===== config.mk =====
export PLATFORM = sky130hd
export DESIGN_NAME = ir_blob_tracker_midpoint
export DESIGN_NICKNAME = d
export VERILOG_FILES = /design/src/rtl/irbt_pkg.sv /design/src/rtl/irbt_parser.sv /design/src/rtl/irbt_sq_unit.sv /design/src/rtl/ir_blob_tracker_midpoint.sv
export SDC_FILE = /design/constraint.sdc
export NUM_CORES = 1
export LEC_CHECK = 0
export BUFFER_PORTS_ARGS = -buffer_cell sky130_fd_sc_hd__buf_2
export CAP_MARGIN = 0
export CORE_MARGIN = 4
export CORE_UTILIZATION = 58
export CTS_BUF_LIST = sky130_fd_sc_hd__clkbuf_8
export DETAILED_ROUTE_END_ITERATION = 8
export GPL_ROUTABILITY_DRIVEN = 0
export GPL_TIMING_DRIVEN = 0
export MAX_ROUTING_LAYER = met4
export PLACE_DENSITY = 0.89
export SETUP_SLACK_MARGIN = 0.15
export SYNTH_ARGS = -nofsm -noshare
export SYNTH_HDL_FRONTEND = slang
export SYNTH_SLANG_ARGS = --single-unit

===== constraint.sdc =====
create_clock -name clk_i -period 8.65 [get_ports clk_i]
set_clock_uncertainty 0.2 [all_clocks]
set_input_delay 0.4325 -clock clk_i [delete_from_list [all_inputs] [get_ports clk_i]]
set_output_delay 0.4325 -clock clk_i [all_outputs]
set_load 0.005 [all_outputs]

===== src/rtl/irbt_pkg.sv =====
// Shared constants and types of the IR blob tracker.
package irbt_pkg;

  localparam int BLOB_COUNT = 4;

  localparam int COORD_W = 10;
  localparam int SIZE_W  = 4;
  localparam int SUM_W   = COORD_W + 1;
  localparam int SQ_W    = 2 * COORD_W;
  localparam int SPAN_W  = SQ_W + 1;
  localparam int OFFS_W  = 13;
  localparam int CNT_OUT_W = 3;
  localparam int IDX_W   = $clog2(BLOB_COUNT);
  localparam int CNT_W   = $clog2(BLOB_COUNT + 1);

  localparam logic [COORD_W-1:0] HIDDEN_COORD = 10'd1023;
  localparam logic [SIZE_W-1:0]  HIDDEN_SIZE  = 4'd15;

  localparam logic [COORD_W-1:0] LANDING_X_RST = 10'd512;
  localparam logic [COORD_W-1:0] LANDING_Y_RST = 10'd384;

  // configuration register indexes
  localparam int CFG_IDX_W = 2;
  localparam logic [CFG_IDX_W-1:0] REG_LANDING_X = 2'd0;
  localparam logic [CFG_IDX_W-1:0] REG_LANDING_Y = 2'd1;

  typedef struct packed {
    logic [COORD_W-1:0] x;
    logic [COORD_W-1:0] y;
  } point_t;

  typedef struct packed {
    logic   seen;
    point_t pt;
  } blob_t;

endpackage


===== src/rtl/irbt_parser.sv =====
// Frame byte counter and blob record assembly.
module irbt_parser import irbt_pkg::*; (
  input  logic                         clk_i,
  input  logic                         rst_ni,
  input  logic                         accept_i,
  input  logic [7:0]                   raw_byte_i,
  input  logic                         frame_start_i,
  output blob_t [BLOB_COUNT-1:0]       blobs_o,
  output logic                         last_o
);

  localparam logic [3:0] LAST_POS = 4'(3 * BLOB_COUNT);
  localparam logic [1:0] PH_X_LO  = 2'd0;
  localparam logic [1:0] PH_Y_LO  = 2'd1;
  localparam logic [1:0] PH_PACK  = 2'd2;

  logic [3:0]       pos_q;
  logic [3:0]       pos;
  logic [1:0]       phase_q;
  logic [IDX_W-1:0] slot_q;
  logic             in_record;

  logic [7:0]       x_lo_q;
  logic [7:0]       y_lo_q;
  blob_t [BLOB_COUNT-1:0] blobs_q;

  logic [COORD_W-1:0] new_x;
  logic [COORD_W-1:0] new_y;
  logic [SIZE_W-1:0]  new_size;

  assign pos       = frame_start_i ? 4'd0 : pos_q;
  assign in_record = (pos != 4'd0) && (pos <= LAST_POS);

  assign new_x    = {raw_byte_i[5:4], x_lo_q};
  assign new_y    = {raw_byte_i[7:6], y_lo_q};
  assign new_size = raw_byte_i[3:0];

  always_ff @(posedge clk_i or negedge rst_ni) begin
    if (!rst_ni) begin
      pos_q   <= 4'd0;
      phase_q <= PH_X_LO;
      slot_q  <= '0;
    end else if (accept_i) begin
      pos_q <= pos + 4'd1;
      if (pos == 4'd0) begin
        phase_q <= PH_X_LO;
        slot_q  <= '0;
      end else if (in_record) begin
        if (phase_q == PH_PACK) begin
          phase_q <= PH_X_LO;
          slot_q  <= slot_q + IDX_W'(1);
        end else begin
          phase_q <= phase_q + 2'd1;
        end
      end
    end
  end

  always_ff @(posedge clk_i) begin
    if (accept_i && in_record) begin
      case (phase_q)
        PH_X_LO: x_lo_q <= raw_byte_i;
        PH_Y_LO: y_lo_q <= raw_byte_i;
        PH_PACK: begin
          blobs_q[slot_q].pt.x <= new_x;
          blobs_q[slot_q].pt.y <= new_y;
          blobs_q[slot_q].seen <= !((new_x == HIDDEN_COORD) && (new_y == HIDDEN_COORD) &&
                                    (new_size == HIDDEN_SIZE));
        end
        default: ;
      endcase
    end
  end

  assign blobs_o = blobs_q;
  assign last_o  = accept_i && (pos == LAST_POS);

endmodule


===== src/rtl/irbt_sq_unit.sv =====
// Shared squaring unit: registered square of an absolute coordinate difference.
module irbt_sq_unit import irbt_pkg::*; (
  input  logic               clk_i,
  input  logic [COORD_W-1:0] a_i,
  input  logic [COORD_W-1:0] b_i,
  output logic [SQ_W-1:0]    sq_o
);

  logic [COORD_W-1:0] diff;
  logic [SQ_W-1:0]    sq_q;

  assign diff = (a_i > b_i) ? (a_i - b_i) : (b_i - a_i);

  always_ff @(posedge clk_i) begin
    sq_q <= SQ_W'(diff) * SQ_W'(diff);
  end

  assign sq_o = sq_q;

endmodule


===== src/rtl/ir_blob_tracker_midpoint.sv =====
// Top level: position update, farthest-pair walk and result register.
//
//   channel | handshake                | payload
//   --------+--------------------------+---------------------------------------------
//   in      | in_valid_i / in_stall_o  | raw_byte_i, frame_start_i
//   out     | out_valid_o / out_stall_i| midpoint sums, span, count, offsets, single
//   cfg     | cfg_valid_i / cfg_ready_o| cfg_index_i, cfg_data_i
//
// Bytes are taken while the block is idle. The last record byte starts a position
// update and then a walk over all unordered blob pairs; each pair loads its second blob
// and uses the squaring unit twice (dx then dy) before the compare, and each new row
// first loads its row blob. Input stalls for the update, the whole walk and while the
// result waits for a free output register. Reset puts the remembered positions at the
// default landing point and clears all control state.
module ir_blob_tracker_midpoint import irbt_pkg::*; (
  input  logic                       clk_i,
  input  logic                       rst_ni,
  input  logic                       in_valid_i,
  output logic                       in_stall_o,
  input  logic [7:0]                 raw_byte_i,
  input  logic                       frame_start_i,
  output logic                       out_valid_o,
  input  logic                       out_stall_i,
  output logic [SUM_W-1:0]           midpoint_x_sum_o,
  output logic [SUM_W-1:0]           midpoint_y_sum_o,
  output logic [SPAN_W-1:0]          span_squared_o,
  output logic [CNT_OUT_W-1:0]       visible_count_o,
  output logic signed [OFFS_W-1:0]   offset_x_half_o,
  output logic signed [OFFS_W-1:0]   offset_y_half_o,
  output logic                       single_blob_o,
  input  logic                       cfg_valid_i,
  output logic                       cfg_ready_o,
  input  logic [CFG_IDX_W-1:0]       cfg_index_i,
  input  logic [COORD_W-1:0]         cfg_data_i
);

  localparam logic [2:0] ST_IDLE = 3'd0;
  localparam logic [2:0] ST_UPD  = 3'd1;
  localparam logic [2:0] ST_LDA  = 3'd2;
  localparam logic [2:0] ST_LDB  = 3'd3;
  localparam logic [2:0] ST_DX   = 3'd4;
  localparam logic [2:0] ST_DY   = 3'd5;
  localparam logic [2:0] ST_CMP  = 3'd6;
  localparam logic [2:0] ST_OUT  = 3'd7;

  localparam logic [IDX_W-1:0] LAST_IDX = IDX_W'(BLOB_COUNT - 1);
  localparam logic [IDX_W-1:0] LAST_ROW = IDX_W'(BLOB_COUNT - 2);

  logic [2:0]       state_q, state_d;
  logic [IDX_W-1:0] i_q, j_q;
  logic             first_q;
  logic             in_accept;
  logic             last_byte;
  logic             out_free;

  blob_t [BLOB_COUNT-1:0] blobs;
  point_t           rem_q [BLOB_COUNT];
  point_t           rd_pt;
  logic [IDX_W-1:0] rd_addr;
  point_t           a_q, b_q;

  logic [COORD_W-1:0] land_x_q, land_y_q;

  logic [CNT_W-1:0] n_c, count_q;
  point_t           copy_c;

  logic [COORD_W-1:0] unit_a, unit_b;
  logic [SQ_W-1:0]    sq;
  logic [SQ_W-1:0]    acc_q;
  logic [SPAN_W-1:0]  pair_dist;
  logic [SPAN_W-1:0]  best_q;
  logic [SUM_W-1:0]   sx_q, sy_q;

  logic                     out_valid_q;
  logic [SUM_W-1:0]         out_sx_q, out_sy_q;
  logic [SPAN_W-1:0]        out_span_q;
  logic [CNT_OUT_W-1:0]     out_cnt_q;
  logic [OFFS_W-1:0]        out_offx_q, out_offy_q;
  logic                     out_single_q;

  assign in_stall_o  = (state_q != ST_IDLE);
  assign in_accept   = in_valid_i && !in_stall_o;
  assign cfg_ready_o = 1'b1;
  assign out_free    = !out_valid_q || !out_stall_i;

  irbt_parser u_parser (
    .clk_i        (clk_i),
    .rst_ni       (rst_ni),
    .accept_i     (in_accept),
    .raw_byte_i   (raw_byte_i),
    .frame_start_i(frame_start_i),
    .blobs_o      (blobs),
    .last_o       (last_byte)
  );

  // dx in every phase but the dy one
  assign unit_a = (state_q == ST_DY) ? a_q.y : a_q.x;
  assign unit_b = (state_q == ST_DY) ? b_q.y : b_q.x;

  irbt_sq_unit u_sq (
    .clk_i(clk_i),
    .a_i  (unit_a),
    .b_i  (unit_b),
    .sq_o (sq)
  );

  assign pair_dist = SPAN_W'(acc_q) + SPAN_W'(sq);

  assign rd_addr = (state_q == ST_LDA) ? i_q : j_q;
  assign rd_pt   = rem_q[rd_addr];

  // visible count and the visible blob of highest slot
  always_comb begin
    n_c    = '0;
    copy_c = '0;
    for (int k = 0; k < BLOB_COUNT; k++) begin
      if (blobs[k].seen) begin
        n_c    = n_c + CNT_W'(1);
        copy_c = blobs[k].pt;
      end
    end
  end

  always_comb begin
    state_d = state_q;
    case (state_q)
      ST_IDLE: if (last_byte) state_d = ST_UPD;
      ST_UPD:  state_d = ST_LDA;
      ST_LDA:  state_d = ST_LDB;
      ST_LDB:  state_d = ST_DX;
      ST_DX:   state_d = ST_DY;
      ST_DY:   state_d = ST_CMP;
      ST_CMP: begin
        if (j_q != LAST_IDX) begin
          state_d = ST_LDB;
        end else if (i_q == LAST_ROW) begin
          state_d = ST_OUT;
        end else begin
          state_d = ST_LDA;
        end
      end
      ST_OUT:  if (out_free) state_d = ST_IDLE;
      default: state_d = ST_IDLE;
    endcase
  end

  always_ff @(posedge clk_i or negedge rst_ni) begin
    if (!rst_ni) begin
      state_q  <= ST_IDLE;
      i_q      <= '0;
      j_q      <= '0;
      first_q  <= 1'b0;
      land_x_q <= LANDING_X_RST;
      land_y_q <= LANDING_Y_RST;
      for (int k = 0; k < BLOB_COUNT; k++) begin
        rem_q[k].x <= LANDING_X_RST;
        rem_q[k].y <= LANDING_Y_RST;
      end
    end else begin
      state_q <= state_d;
      if (cfg_valid_i && cfg_ready_o) begin
        if (cfg_index_i == REG_LANDING_X) land_x_q <= cfg_data_i;
        if (cfg_index_i == REG_LANDING_Y) land_y_q <= cfg_data_i;
      end
      if (state_q == ST_UPD) begin
        i_q     <= '0;
        j_q     <= IDX_W'(1);
        first_q <= 1'b1;
        for (int k = 0; k < BLOB_COUNT; k++) begin
          if (blobs[k].seen) begin
            rem_q[k] <= blobs[k].pt;
          end else if (n_c >= CNT_W'(2)) begin
            rem_q[k] <= copy_c;
          end
        end
      end
      if (state_q == ST_CMP) begin
        first_q <= 1'b0;
        if (j_q != LAST_IDX) begin
          j_q <= j_q + IDX_W'(1);
        end else if (i_q != LAST_ROW) begin
          i_q <= i_q + IDX_W'(1);
          j_q <= i_q + IDX_W'(2);
        end
      end
    end
  end

  // pair datapath
  always_ff @(posedge clk_i) begin
    if (state_q == ST_UPD) count_q <= n_c;
    if (state_q == ST_LDA) a_q <= rd_pt;
    if (state_q == ST_LDB) b_q <= rd_pt;
    if (state_q == ST_DY)  acc_q <= sq;
    // first pair always stands; later ones only when strictly farther
    if (state_q == ST_CMP && (first_q || pair_dist > best_q)) begin
      best_q <= pair_dist;
      sx_q   <= SUM_W'(a_q.x) + SUM_W'(b_q.x);
      sy_q   <= SUM_W'(a_q.y) + SUM_W'(b_q.y);
    end
  end

  always_ff @(posedge clk_i or negedge rst_ni) begin
    if (!rst_ni) begin
      out_valid_q <= 1'b0;
    end else if (state_q == ST_OUT && out_free) begin
      out_valid_q <= 1'b1;
    end else if (!out_stall_i) begin
      out_valid_q <= 1'b0;
    end
  end

  always_ff @(posedge clk_i) begin
    if (state_q == ST_OUT && out_free) begin
      out_sx_q     <= sx_q;
      out_sy_q     <= sy_q;
      out_span_q   <= best_q;
      out_cnt_q    <= CNT_OUT_W'(count_q);
      out_offx_q   <= OFFS_W'(sx_q) + OFFS_W'(2) - OFFS_W'({land_x_q, 1'b0});
      out_offy_q   <= OFFS_W'(sy_q) + OFFS_W'(2) - OFFS_W'({land_y_q, 1'b0});
      out_single_q <= (count_q == CNT_W'(1));
    end
  end

  assign out_valid_o      = out_valid_q;
  assign midpoint_x_sum_o = out_sx_q;
  assign midpoint_y_sum_o = out_sy_q;
  assign span_squared_o   = out_span_q;
  assign visible_count_o  = out_cnt_q;
  assign offset_x_half_o  = out_offx_q;
  assign offset_y_half_o  = out_offy_q;
  assign single_blob_o    = out_single_q;

  a_pair_order: assert property (@(posedge clk_i) disable iff (!rst_ni)
    (state_q == ST_CMP) |-> (j_q > i_q))
    else $error("pair walk visits a pair out of order");

  a_upd_after_last: assert property (@(posedge clk_i) disable iff (!rst_ni)
    (state_q == ST_UPD) |-> $past(last_byte))
    else $error("position update without a last record byte");

  a_result_source: assert property (@(posedge clk_i) disable iff (!rst_ni)
    $rose(out_valid_o) |-> ($past(state_q) == ST_OUT))
    else $error("result raised outside the result state");

  a_no_walk_accept: assert property (@(posedge clk_i) disable iff (!rst_ni)
    (state_q == ST_CMP) |=> !last_byte)
    else $error("byte taken during the pair walk");

endmodule

### Word level (Yosys, flattened, before mapping)

Cells that the tools add are included.

| storage, ports and cells | value |
|---|---|
| input port bits | 26 |
| word-level logic and storage cells | 190 |
| output and inout port bits | 76 |
| register bits after elaboration | 416 |

| operators by class | value |
|---|---|
| $add $sub $neg | 18 |
| bitwise operators | 1 |
| reductions and logical operators | 40 |
| magnitude comparators | 7 |
| $mul | 1 |
| mux-type cells | 53 |
| equality and inequality tests | 21 |

Operator list:

| operator | number |
|---|---|
| 84-bit bitwise mux | 3 |
| 20-bit 2-to-1 mux | 12 |
| 21-bit demux with 2-bit select | 3 |
| 20-bit binary-select mux with 2-bit select | 1 |
| 10-bit 2-to-1 mux | 4 |
| 2-bit 2-to-1 mux | 15 |
| 12-bit by 11-bit subtractor with 13-bit output | 2 |
| 11-bit by 2-bit adder with 12-bit output (second input constant) | 2 |
| 3-bit case mux with 8 select lines | 1 |
| 10-bit by 10-bit adder with 11-bit output | 2 |
| 2-bit AND reduction | 11 |
| 20-bit by 20-bit adder with 21-bit output | 1 |
| 21-bit > comparator | 1 |
| 21-bit 2-to-1 mux | 1 |
| 3-bit 2-to-1 mux | 7 |
| 10-bit equality test (second input constant) | 2 |
| 10-bit by 10-bit multiplier with 20-bit output | 1 |
| 10-bit subtractor | 2 |
| 2-bit nonzero test | 7 |
| 3-bit equality test (second input constant) | 4 |
| 10-bit > comparator | 1 |
| 3-bit by 1-bit adder with 3-bit output (second input constant) | 3 |
| 1-bit logical AND | 9 |
| 2-bit by 1-bit adder with 2-bit output (second input constant) | 4 |
| other kinds (25) | 42 |

### Logic depth before layout (Yosys ltp)

Gate-level depths: netlist of the first run.

| logic depth | value |
|---|---|
| depth in word-level cells | 10 |
| mapped depth | 40 |
| mapped depth without buffers | 36 |

### Hierarchy

Synthesis of the first run repeated with hierarchy kept, for this count alone.

| second synthesis, totals | value |
|---|---|
| cell total of the unflattened synthesis | 1971 |
| area, all modules | 22705.5 um^2 |

Modules (own cells, without submodules):

| module | times used | cells each | area an instance (um^2) | seq. area each (um^2) |
|---|---|---|---|---|
| ir_blob_tracker_midpoint | 1 | 1339 | 14966.9 | 8061.5 |
| irbt_sq_unit | 1 | 466 | 4115.2 | 380.4 |
| irbt_parser | 1 | 166 | 3623.5 | 3203.1 |

### Worst setup path after synthesis of the first run

OpenSTA, ideal clock, no wires.

| timing | value |
|---|---|
| path type | register to register |
| start point | register state_q[2] |
| end point | register u_sq.sq_q[17], in the netlist u_sq.sq_o[17] |
| buffers on the path | 3 |
| arrival time | 8326 ps |
| setup time | 62 ps |
| slack | 62 ps |
| cell stages (with the launch flop) | 37 |
| required time | 8388 ps |
| period minus slack after synthesis | 8588 ps |
| cell sequence | dfrtp_1 -> clkbuf_1 -> nand3b_1 -> inv_1 -> clkbuf_1 -> nand2_1 -> nand2_1 -> inv_1 -> ha_1 -> fa_1 -> nor2b_1 -> o21ai_1 -> and4b_1 -> or2_1 -> buf_6 -> o2111ai_1 -> o211ai_1 -> xnor2_1 -> nand2b_1 -> fa_1 -> fa_1 -> inv_1 -> fa_1 -> fa_1 -> inv_1 -> fa_1 -> inv_1 -> ha_1 -> a21o_1 -> nand3_1 -> a21oi_1 -> o21ai_0 -> nand2b_1 -> a21o_1 -> or3_1 -> a31o_1 -> nand3_1 |

| between the ends | value |
|---|---|
| cells in the longest elaborated chain, start to end | 5 |
| elaborated cells on any way between the ends | 8 |
| those cells by class | 2 x add/sub; 1 x mul; 1 x order compare; 1 x eq/ne; 3 x mux |

Ends and longest elaborated chain:

| element | line | RTL |
|---|---|---|
| from (decl) | ir_blob_tracker_midpoint.sv:49 | `logic [2:0] state_q, state_d;` |
| from (signal assigned) | ir_blob_tracker_midpoint.sv:160 | `state_q <= state_d;` |
| 3-bit equality test * | ir_blob_tracker_midpoint.sv:97, ir_blob_tracker_midpoint.sv:98 |  |
| 10-bit 2-to-1 mux, on equally long branches | ir_blob_tracker_midpoint.sv:98, ir_blob_tracker_midpoint.sv:97 |  |
| 10-bit subtractor or 10-bit > comparator (tied branches) | irbt_sq_unit.sv:12 | `assign diff = (a_i > b_i) ? (a_i - b_i) : (b_i - a_i);` |
| 10-bit 2-to-1 mux * | irbt_sq_unit.sv:12 |  |
| 10-bit by 10-bit multiplier with 20-bit output * | irbt_sq_unit.sv:15 | `sq_q <= SQ_W'(diff) * SQ_W'(diff);` |
| to (signal assigned) | irbt_sq_unit.sv:15 |  |
| to (decl) | irbt_sq_unit.sv:10 | `logic [SQ_W-1:0] sq_q;` |

Every way passes the cells marked *; elsewhere a longest branch is shown, timed or not.
A chain may end at the register's enable or synchronous reset.

### Worst setup path in the final report of the first run

| timing | value |
|---|---|
| start point | register state_q[0] |
| end point | register u_sq.sq_q[18], in the netlist u_sq.sq_o[18] |

The elaborated chain is that of the path after synthesis.

==> results by stage, run 1 <==
Run status:
- The run finished, with violations left.
- The final reports fail on negative setup slack.

Synthesis:
- Counting flops and latches in the post-synthesis netlist gives about 410.
- Counting flops with a built-in enable in the synthesized netlist gives 276.
- In the post-synthesis netlist, the biggest area contributors are sky130_fd_sc_hd__edfxtp_1 37%, sky130_fd_sc_hd__dfrtp_1 12%, sky130_fd_sc_hd__ha_1 9.8%.
- The post-synthesis cell area is 22100 um^2.
- The number of library cell types mapped by synthesis is 68.
- The count of warnings emitted by yosys is 0.
- Of all flip-flops after synthesis, the portion carrying an async set or reset was 0.284.
- Of all cell types, the one taking the most synthesized area is sky130_fd_sc_hd__edfxtp_1.
- The sequential area share after synthesis is 0.525.
- The net count of the mapped netlist is 2177.
- Among all flip-flop cells after synthesis, the most frequent one is sky130_fd_sc_hd__edfxtp_1.
- The average size of a mapped cell is 11.5 um^2.
- The number of cells produced by synthesis is 1920.
- The share of the synthesized area in the top cell type is 0.375.

Placed design:
- During placement, the flow inserted port buffers numbering 100.
- In this run, placement finished with an instance count of between 2000 and 3000.
- Detailed placement ended at an HPWL of approximately 35000 um.
- Prior to clock tree synthesis, the placed netlist has a worst setup slack of -0.868 ns.

Drt:
- After detailed routing, the total wire length is 56200 um.
- The detailed-router iteration count before antenna repair is 6.
- The number of nets with antenna violations after detailed routing is 0.
- The detailed router placed 16300 vias in this run.
- After detailed routing, the average wire length per cell comes to approximately 21 um.
- Using the TritonRoute via totals, the vias-per-cell ratio works out to 6.02.
- The residual DRC count is 0.
- The initial detailed-routing violation count is 1626.

Floorplanning:
- The total area inside the core boundary comes to approximately 38000 um^2.
- In this run the vertical extent of the chip is 203 um.
- For this design the top-level I/O count stands at 102.
- The floorplan step defined a die boundary enclosing 41300 um^2.
- The initial utilization of the core area, before any placement, comes to 0.588.
- Row generation in the floorplan step produced 71 rows.
- The horizontal die dimension is between 200 and 250 um.

STA:
- Setup repair after global routing could not meet its margin everywhere.
- The ratio of final minimum period to clock period is 1.04.
- The highest achievable clock rate is 112 MHz.
- The smallest setup slack after layout is -0.313 ns.
- For the pin with the worst max-slew slack, the measured transition is 1.14 ns.
- The post-route worst hold slack is 0.0612 ns.
- In this run the tightest slew margin relative to its limit is 0.234.
- The final count of hold timing violations is 0.
- The count of endpoints failing setup in the final report is 6.
- The count of pins over their slew limit is 0.
- The worst path in the final design needs a cycle of 8.96 ns, including I/O delays and setup.

Run:
- The max-cap violation count is 0.

Global route:
- The initial antenna violation count came to 0.
- The via count of the first global-routing pass was 16300.
- Entering global routing, the biggest net connects 62 pins.
- The total global-route track usage is 0.252.
- The global-route wire length before repair is 82000 um.
- For this run the aggregate overflow at the end of global routing stands at 0.

CTS:
- The tree is rooted in a sky130_fd_sc_hd__clkbuf_8.
- The clock transition at the registers of the reported paths is 0.07 ns.
- The number of sinks on the clock net is 412.
- Counting along the longest clock path gives a buffer depth of 3.
- The clock tree from TritonCTS is done.
- The clock latency on the worst-skew pair is 0.66 ns.
- The H-tree was split into 3 levels.
- The number of clock buffers added by TritonCTS is 66.

Worst setup path:
- The category of the worst setup path capture point is a flip-flop.
- The timing startpoint of the critical path is state_q[0].
- The setup path with the least slack is of type reg2reg.
- The endpoint of the most critical register-to-register path is u_sq.sq_o[18].
- At the worst endpoint, the required time is roughly 9 ns.
- The largest individual stage delay along the critical path comes from the cell sky130_fd_sc_hd__fa_1.
- The worst register-to-register path begins at state_q[0].
- For this run, the slowest stage of the critical path takes 0.62 ns.
- STA classifies the critical path startpoint as a flip-flop.
- Data on the critical path arrives at its endpoint at 9.33 ns.
- In this design, the critical path's most frequently occurring cell is sky130_fd_sc_hd__fa_1.
- The cell family contributing the most delay on the critical path is adder cells.
- For the worst flop-to-flop path, the logic depth is 35.
- The worst register-to-register path has a setup slack of -0.31 ns.
- The count of buffering cells on the critical path with inverters included is 9.
- The largest fanout on the critical path is 10.

Worst hold path:
- The destination of the worst hold path is land_x_q[6].
- The worst hold path depth is 4.
- The worst hold path begins at cfg_index_i[0].
- The worst min-delay path class is in2reg.

Layout:
- The number of standard cells in the final layout excluding fillers is 2713.
- The final net count is 2406.
- The library cell used most frequently in the layout, excluding fill and tap cells, is sky130_fd_sc_hd__edfxtp_1.
- Of the cells placed in the final design, the portion with a size suffix greater than 1 is 0.171.
- The number of antenna diodes in the final layout is 0.
- In the layout the commonest cells are 276 x sky130_fd_sc_hd__edfxtp_1, 240 x sky130_fd_sc_hd__inv_1, 168 x sky130_fd_sc_hd__ha_1, 161 x sky130_fd_sc_hd__nand2_1, 142 x sky130_fd_sc_hd__a21oi_1.
- The relative area change from synthesis to final layout is 15.8%.

Power and ir drop:
- The analysis attributes to cell leakage a power of 11.0 nW.
- Across the VDD grid, the largest voltage drop is 0.110 mV.
- For this design the ratio of total power to cell area is between 150 and 200 nW/um^2.
==> Yosys cell counts (all sizes together), types with 14 or more instances <==
cell type and count:
buf 17, a21o 29, mux2 36, mux4 20
fa 57, nand3 15, xor2 24, nand4 18
mux2i 18, o21bai 14, clkbuf 50, o21ai 126
nor3 16, a22oi 20, xnor2 48, ha 174
inv 227, dfrtp 102, nand2 162, a221o 21
dfstp 15, a21oi 149, dfxtp 19, nand2b 26
nor2 136, edfxtp 276
==> through the flow <==
step                      setup TNS, ns  cell area (um^2)  utilization  power [mW]
after CTS                             0             25100        0.667        4.74
final                            -0.712             25600        0.680        4.76
after global routing              -1.49             25600        0.680        4.96
after detailed placement          -4.84             23400        0.622        3.09
after global placement            -2.63             23300        0.618        3.02
after floorplan                       0             22100            -        2.88
==> power by group <==
| group | switching [mW] | internal, mW |
|---|---|---|
| clock | 0.814 | 0.839 |
| combinational | 0.477 | 0.342 |
| sequential | 0.0569 | 2.23 |
| total | 1.35 | 3.42 |
==> worst max-delay path by stage <==
stage	endpoint	slack [ns]	cells after the start
3_3_place_gp	u_sq.sq_o[17]	-0.65	36
5_1_grt	u_sq.sq_o[18]	-0.47	36
4_1_cts	u_sq.sq_o[17]	0.15	38
2_1_floorplan	u_sq.sq_o[17]	0.44	36
3_5_place_dp	u_sq.sq_o[17]	-0.87	36
6_report	u_sq.sq_o[18]	-0.31	35
==> flip-flops by register name (all words and copies together) (netlist names), 3 cells and up <==
register and flops:
midpoint_x_sum_o 11, a_q 20, rem_q 80, u_parser.pos_q 4, u_parser.y_lo_q 8, offset_y_half_o 12, span_squared_o 21, sy_q 11
state_q 3, visible_count_o 3, midpoint_y_sum_o 11, count_q 3, land_x_q 10, sx_q 11, offset_x_half_o 12, b_q 20
u_parser.x_lo_q 8, best_q 21, u_sq.sq_o 19, u_parser.blobs_o 84, acc_q 19, land_y_q 10
==> routing by layer <==
metal  global-route usage  wire length (um)  share of wire  up-vias
li1                     -                 -              -     7200
met1                0.299             20000           0.36     7828
met2                0.429             27800           0.50     1010
met3               0.0420              4810          0.086      292
met4                0.108              3460          0.062        0
met5                    -                 0              0        -
==> worst reg2reg max path: cells and delay by family, from the launching register on <==
family	cells	cell delay, ns
compound gates	8	1.65
xor+xnor	2	0.48
fa+ha+maj	7	3.26
buf+inv	9	1.20
flops	1	0.35
mux	1	0.35
simple gates	8	1.42
==> final cells by class <==
type | count | area, um^2
Tap cell | 511 | 639
Inverter | 228 | 858
Buffer | 67 | 369
Sequential cell | 412 | 11600
Fill cell | 2365 | 12000
Clock inverter | 53 | 345
Multi-Input combinational cell | 1213 | 9750
Clock buffer | 68 | 936
Timing Repair Buffer | 161 | 1110
==> logic make-up after synthesis <==
logic type      synth area share
compound gates             0.113
other cells             0.000169
xor+xnor                  0.0285
fa+ha+maj                  0.150
simple gates              0.0853
mux                       0.0468
buf+inv                   0.0518
flops                      0.525
==> repair_timing <==
item	CTS	global route
gates cloned	1	0
hold endpoints to repair	112	0
gates resized for setup	27	68
hold buffers	22	0
buffers inserted	9	23
endpoints found under the setup margin	13	11
pin swaps	4	28
(Power assumes the default switching activity.)
==> run 2: changes to the inputs <==
Settings changed: CELL_PAD_IN_SITES_DETAIL_PLACEMENT from default to 1, CELL_PAD_IN_SITES_GLOBAL_PLACEMENT from default to 2, CORE_ASPECT_RATIO from default to 1.25, CORE_MARGIN 4 to default, CORE_UTILIZATION 58 to 40.
==> results by stage, run 2 (synthesis results as in run 1) <==
Run status:
- The run finished, with violations left.
- The checks that failed: design-rule violations.

STA:
- In the finished design, the share of the clock period the worst path needs comes to 0.949.
- The final count of hold timing violations is 0.
- The count of pins over their slew limit is 0.
- The aggregate negative setup slack is 0 ns.
- At the pin with the least slew margin, the transition time is 1.38 ns.
- The highest achievable clock rate is 122 MHz.
- Setup violations remaining at the end of the flow were counted as 0.
- The headroom to the max-slew limit is 0.0779.
- Setup repair after global routing could not meet its margin everywhere.
- The minimum clock period after layout is 8.21 ns.
- The worst path meets setup with roughly 0.44 ns of slack.
- On the final layout, the worst hold slack is 0.0762 ns.

Layout:
- In the layout the commonest cells are 276 x sky130_fd_sc_hd__edfxtp_1, 248 x sky130_fd_sc_hd__inv_1, 165 x sky130_fd_sc_hd__ha_1, 160 x sky130_fd_sc_hd__nand2_1, 141 x sky130_fd_sc_hd__a21oi_1.
- The register area is 11600 um^2.
- Of the cells placed in the final design, the portion with a size suffix greater than 1 is 0.173.
- The most frequent standard cell in the layout excluding fill and tap cells is sky130_fd_sc_hd__edfxtp_1.
- The number of flip-flops under the largest register name is 84.
- The layout has 5945 filler cells.
- The relative area change from synthesis to final layout is 17.4%.
- The area used by multi-input combinational logic is 9780 um^2.
- The final net count is between 2000 and 2500.

Placed design:
- The number of port buffers is 100.
- The placement-stage worst setup slack is -1.24 ns.
- The HPWL after detailed placement is 41400 um.

Floorplanning:
- The initial utilization of the core area, before any placement, comes to 0.404.
- The floorplan step defined a core boundary enclosing 54800 um^2.
- The overall die height is 265 um.
- The floorplan step set the die width to approximately 210 um.
- The number of ports placed on the die boundary is 102.
- The overall die area is roughly 56000 um^2.
- The floorplan has 96 rows.

Drt:
- For this block, the via count after detailed routing is 14900.
- The number of nets with antenna violations after detailed routing is 0.
- The detail-routed net length per standard cell is 18.3 um.
- The detailed-router iteration count before antenna repair is 7.
- The initial detailed-routing violation count is 600.
- The residual DRC count is 1.
- The via count normalized by instance count is 5.08.
- Summed over all layers, the routed wires come to 53900 um.

Worst hold path:
- In this run the worst hold path is classified as in2reg.

Power and ir drop:
- The internal power is around 3.4 mW.
- The share of total power dissipated in sequential elements is 0.483.
- The switching power as a share of total power is 0.276.
- The leakage dissipation is roughly 11 nW.
- The areal power density over the cells is 182 nW/um^2.
- The total net switching power is 1.31 mW.
- IR analysis of the VDD net gives a maximum drop of 0.153 mV.
- The share of power burned in the clock network is 0.349.
- The share of total power dissipated in combinational logic is 0.168.

Global route:
- The total global-route track usage is 0.202.
- The first global-routing pass estimated 86400 um of wire.
- The total overflow left after global routing is 0.
- The via count of the first global-routing pass came to ~17000.
- The initial antenna violation count came to 1.
- Entering global routing, the biggest net connects 96 pins.

Worst setup path:
- The library cell contributing the largest single delay on the critical path is sky130_fd_sc_hd__fa_1.
- For this run, the slowest stage of the critical path takes around 0.55 ns.
- The launching element type of the critical path is a flip-flop.
- At the worst endpoint, the arrival time is around 8.6 ns.
- The critical path class is reg2reg.
- Counting stages on the worst path, the most repeated cell is sky130_fd_sc_hd__fa_1.
- The category of the worst setup path capture point is a flip-flop.
- The endpoint required time on the critical path is 9.02 ns.
- Of all nets on the critical path, the largest fanout is 10.

Run:
- The max-cap violation count is 0.

CTS:
- The clock passes through at most 3 buffers.
- The clock tree root buffer cell is sky130_fd_sc_hd__clkbuf_8.
- The clock latency on the worst-skew pair is between 0.6 and 0.7 ns.
- The clock tree from TritonCTS is done.
- The clock drives a little over 400 sinks.
- The H-tree level count is 3.
- Counting the buffers created by CTS gives 69.
- The clock transition at the registers of the reported paths is roughly 0.060 ns.
-- run 2: changes by cell type in the layout (fill, tap and decap cells not counted), moves of 3 or more --
cell,change
sky130_fd_sc_hd__buf_6,+3
sky130_fd_sc_hd__inv_1,+8
sky130_fd_sc_hd__mux2i_2,+3
sky130_fd_sc_hd__ha_1,-3
sky130_fd_sc_hd__buf_4,-11
sky130_fd_sc_hd__clkinv_1,-6
sky130_fd_sc_hd__clkbuf_8,+7
-- run 2: worst max-delay path: cells and delay by family, from the launching register on --
family | cells | cell delay (ns)
compound gates | 9 | 1.42
simple gates | 8 | 1.30
mux | 1 | 0.32
buf+inv | 11 | 1.29
flops | 1 | 0.40
fa+ha+maj | 7 | 3.08
xor+xnor | 1 | 0.14
-- run 2: layout make-up --
class / count / share of cell area
buffer: 67 / 0.0146
sequential: 412 / 0.447
antenna: 1 / 0.0000963
clock buffer: 74 / 0.0392
inverter: 228 / 0.0330
timing repair buffer: 157 / 0.0430
multi-input combinational: 1213 / 0.376
clock inverter: 51 / 0.0110
tap: 735 / 0.0354
-- run 2: final timing paths --
| kind | start | to | slack (ns) | cells past startpoint |
|---|---|---|---|---|
| min | cfg_index_i[1] | land_x_q[4] | 0.08 | 4 |
| max reg2reg | state_q[2] | u_sq.sq_o[17] | 0.44 | 37 |
| min in group asynchronous | rst_ni | state_q[1] | 0.10 | 3 |
| max in group asynchronous | rst_ni | land_y_q[7] | 7.58 | 3 |
| max | state_q[2] | u_sq.sq_o[17] | 0.44 | 37 |
| min reg2reg | sx_q[0] | midpoint_x_sum_o[0] | 0.22 | 0 |
-- run 2: routing by layer --
metal / wire [um] / vias to the layer above / GRT usage / share of wire
met3: 1520 / 112 / 0.0259 / 0.028
met5: 0 / - / - / 0
li1: - / 7194 / - / -
met1: 20800 / 7393 / 0.211 / 0.39
met2: 29700 / 239 / 0.376 / 0.55
met4: 1840 / 0 / 0.0850 / 0.034
-- run 2: power by group through the flow --
stage | registers [mW] | clock network [mW] | logic, mW
2_1_floorplan | 2.31 | 0 | 0.576
3_3_place_gp | 2.32 | 0 | 0.732
3_5_place_dp | 2.33 | 0 | 0.792
4_1_cts | 2.29 | 1.70 | 0.807
5_1_grt | 2.30 | 1.78 | 0.909
6_report | 2.29 | 1.65 | 0.797
-- run 2: timing repair --
action / CTS / global route
hold endpoints to repair: 160 / 0
pin swaps: 5 / 23
gates cloned: 1 / 0
resized for setup: 32 / 72
hold buffers: 24 / 0
endpoints found under the setup margin: 13 / 9
setup buffers: 12 / 14
-- run 2: through the flow --
step / util / instances / power [mW] / instance area, um^2
floorplan: - / 1920 / 2.88 / 22100
global placement: 0.430 / 2755 / 3.05 / 23600
detailed placement: 0.433 / 2761 / 3.12 / 23700
CTS: 0.466 / 2923 / 4.80 / 25500
global route: 0.474 / 2938 / 4.98 / 26000
finish: 0.474 / 2938 / 4.74 / 26000
==> run 3: changes to the inputs <==
Settings changed: CORE_UTILIZATION 40 to 44, PLACE_DENSITY 0.89 to 0.93.
Clock period 8.65 ns to 7.7 ns, I/O delays scaled along.
==> results by stage, run 3 (synthesis results as in run 1) <==
Power and ir drop:
- The analysis attributes to cell leakage a power of ~11 nW.
- The internal power of the cells totals 3.90 mW.
- The total net switching power is between 1.5 and 2 mW.
- The areal power density over the cells is 202 nW/um^2.
- The part of the power in registers is 0.473.
- The share of total power dissipated in combinational logic is 0.175.
- The total power of the final layout is around 5.4 mW.
- The share of power burned in the clock network is 0.352.
- Across the VDD grid, the largest voltage drop is 0.159 mV.
- Of the total power, the share spent switching nets is 0.284.

Worst setup path:
- The library cell contributing the largest single delay on the critical path is sky130_fd_sc_hd__fa_1.
- The largest fanout on the critical path is 7.
- The length in cells of the worst reg-to-reg path is 36.
- STA classifies the critical path endpoint as a flip-flop.
- The endpoint required time on the critical path is roughly 8.1 ns.
- The critical path class is reg2reg.
- At the worst endpoint, the arrival time is 8.53 ns.
- The cell that appears most often on the critical path is sky130_fd_sc_hd__fa_1.
- The launching element type of the critical path is a flip-flop.
- In this design, the stage delay of the slowest critical-path cell is 0.55 ns.

Drt:
- The total wire length is 62600 um.
- The detail-routed net length per standard cell is 21.5 um.
- The number of nets with antenna violations after detailed routing is 0.
- The via count normalized by instance count is roughly 5.4.
- The residual DRC count is 0.
- The first TritonRoute pass finished after 5 iterations.
- The total via count in the routed design is 15900.
- The initial detailed-routing violation count is roughly 770.

STA:
- The headroom to the max-slew limit is 0.271.
- The highest achievable clock rate is about 120 MHz.
- The final count of hold timing violations is 0.
- For the pin with the worst max-slew slack, the measured transition is 1.09 ns.
- The count of pins over their slew limit is 0.
- The ratio of final minimum period to clock period is 1.06.
- Setup repair after global routing could not meet its margin everywhere.
- The count of endpoints failing setup in the final report is 10.
- For the finished layout, the period the worst path requires is 8.16 ns.
- In the post-route analysis, the smallest setup slack over all paths is -0.459 ns.
- Hold is met by 0.0461 ns.

Floorplanning:
- The initial standard-cell utilization of the core is 0.447.
- The horizontal die dimension is 203 um.
- The die is 253 um tall.
- The placement row count is just over 90.
- In this run the standard cell core region covers 49500 um^2.
- The number of ports placed on the die boundary is ~100.
- The overall die area is 51200 um^2.

CTS:
- The maximum number of buffers from clock root to sink is 3.
- The H-tree level count is 3.
- The clock transition at the registers of the reported paths is roughly 0.06 ns.
- Clock tree synthesis inserted a total of ~70 buffers.
- The clock latency on the worst-skew pair is 0.66 ns.
- The clock tree root buffer cell is sky130_fd_sc_hd__clkbuf_8.
- The clock tree from TritonCTS is done.
- The number of sinks on the clock net is ~400.

Global route:
- The first global-routing pass estimated 90600 um of wire.
- In the global route stage, overall resource usage came out at 0.233.
- The via count of the first global-routing pass is 17100.
- After global routing the overflow that remains totals 0.
- The initial antenna violation count is 1.
- The maximum number of pins on one net before global-route repair is 93.

Layout:
- The final net count is roughly 2500.
- The number of standard cells in the final layout excluding fillers is 2910.
- The number of flip-flops under the largest register name is between 80 and 90.
- In the final layout, the share of cells above drive strength 1 is 0.224.
- In the layout the commonest cells are 276 x sky130_fd_sc_hd__edfxtp_1, 222 x sky130_fd_sc_hd__inv_1, 154 x sky130_fd_sc_hd__ha_1, 146 x sky130_fd_sc_hd__nand2_1, 135 x sky130_fd_sc_hd__a21oi_1.
- The cell area after layout is 26900 um^2.
- Leaving out fill and tap cells, the most frequent cell in the layout is sky130_fd_sc_hd__edfxtp_1.
- The relative area change from synthesis to final layout is 21.5%.

Run status:
- The final reports fail on negative setup slack.
- The run finished, with violations left.

Placed design:
- Port buffering added 100 buffers.
- The HPWL after detailed placement is about 41000 um.
- The placed instance count is 2677.
- The placement-stage worst setup slack is -1.24 ns.
- In this run the cell area measured after placement is 23700 um^2.

Run:
- The max-cap violation count is 0.

Worst hold path:
- The min-delay analysis places its worst path in the category in2async.
run 3: cell type report:
class                      instances  area, um^2
fill                            5179       22600
buffer                            67         414
sequential                       412       11600
clock inverter                    47         269
timing repair buffer             214        1640
multi-input combinational       1213       10200
tap                              651         815
inverter                         228         871
clock buffer                      77        1060
antenna                            1        2.50
run 3: layer usage:
layer  track usage  vias to the layer above  wire length [um]
met3        0.0303                      187              1740
li1              -                     7296                 -
met5             -                        -                 0
met1         0.237                     8007             23300
met4        0.0922                        0              2770
met2         0.448                      369             34800
run 3: final timing paths:
check	slack [ns]	from	end
setup / recovery	-0.46	state_q[2]	u_sq.sq_o[17]
hold / removal	0.05	rst_ni	u_parser.phase_q[1]
setup reg to reg	-0.46	state_q[2]	u_sq.sq_o[17]
hold reg to reg	0.23	sx_q[0]	midpoint_x_sum_o[0]
max in group asynchronous	6.72	rst_ni	land_y_q[7]
min in group clk_i	0.09	cfg_valid_i	land_x_q[0]
run 3: power groups by stage:
stage | registers, mW | clock network, mW | logic [mW]
2_1_floorplan | 2.59 | 0 | 0.647
3_3_place_gp | 2.61 | 0 | 0.822
3_5_place_dp | 2.61 | 0 | 0.908
4_1_cts | 2.57 | 1.95 | 0.936
5_1_grt | 2.58 | 2.04 | 1.06
6_report | 2.57 | 1.91 | 0.954
run 3: critical path, delay by kind of cell, from the launching register on:
kind | cells | cell delay, ns
compound gates | 7 | 1.28
flops | 1 | 0.39
fa+ha+maj | 7 | 2.89
simple gates | 8 | 1.20
xor+xnor | 1 | 0.24
mux | 2 | 0.55
buf+inv | 11 | 1.29
run 3: repair_timing:
item                                    CTS  global route
resized for setup                       103           103
endpoints found under the setup margin   13            13
gates cloned                              5             0
hold buffers                             31             1
setup buffers                            37            33
hold endpoints to repair                162             1
pin swaps                                44            38
run 3: metrics by stage:
| stage | TNS [ns] | util |
|---|---|---|
| finish | -2.32 | 0.543 |
| global route | -4.07 | 0.543 |
| CTS | -0.165 | 0.529 |
| detailed placement | -11.46 | 0.478 |
| global placement | -9.86 | 0.475 |
| floorplan | 0 | - |
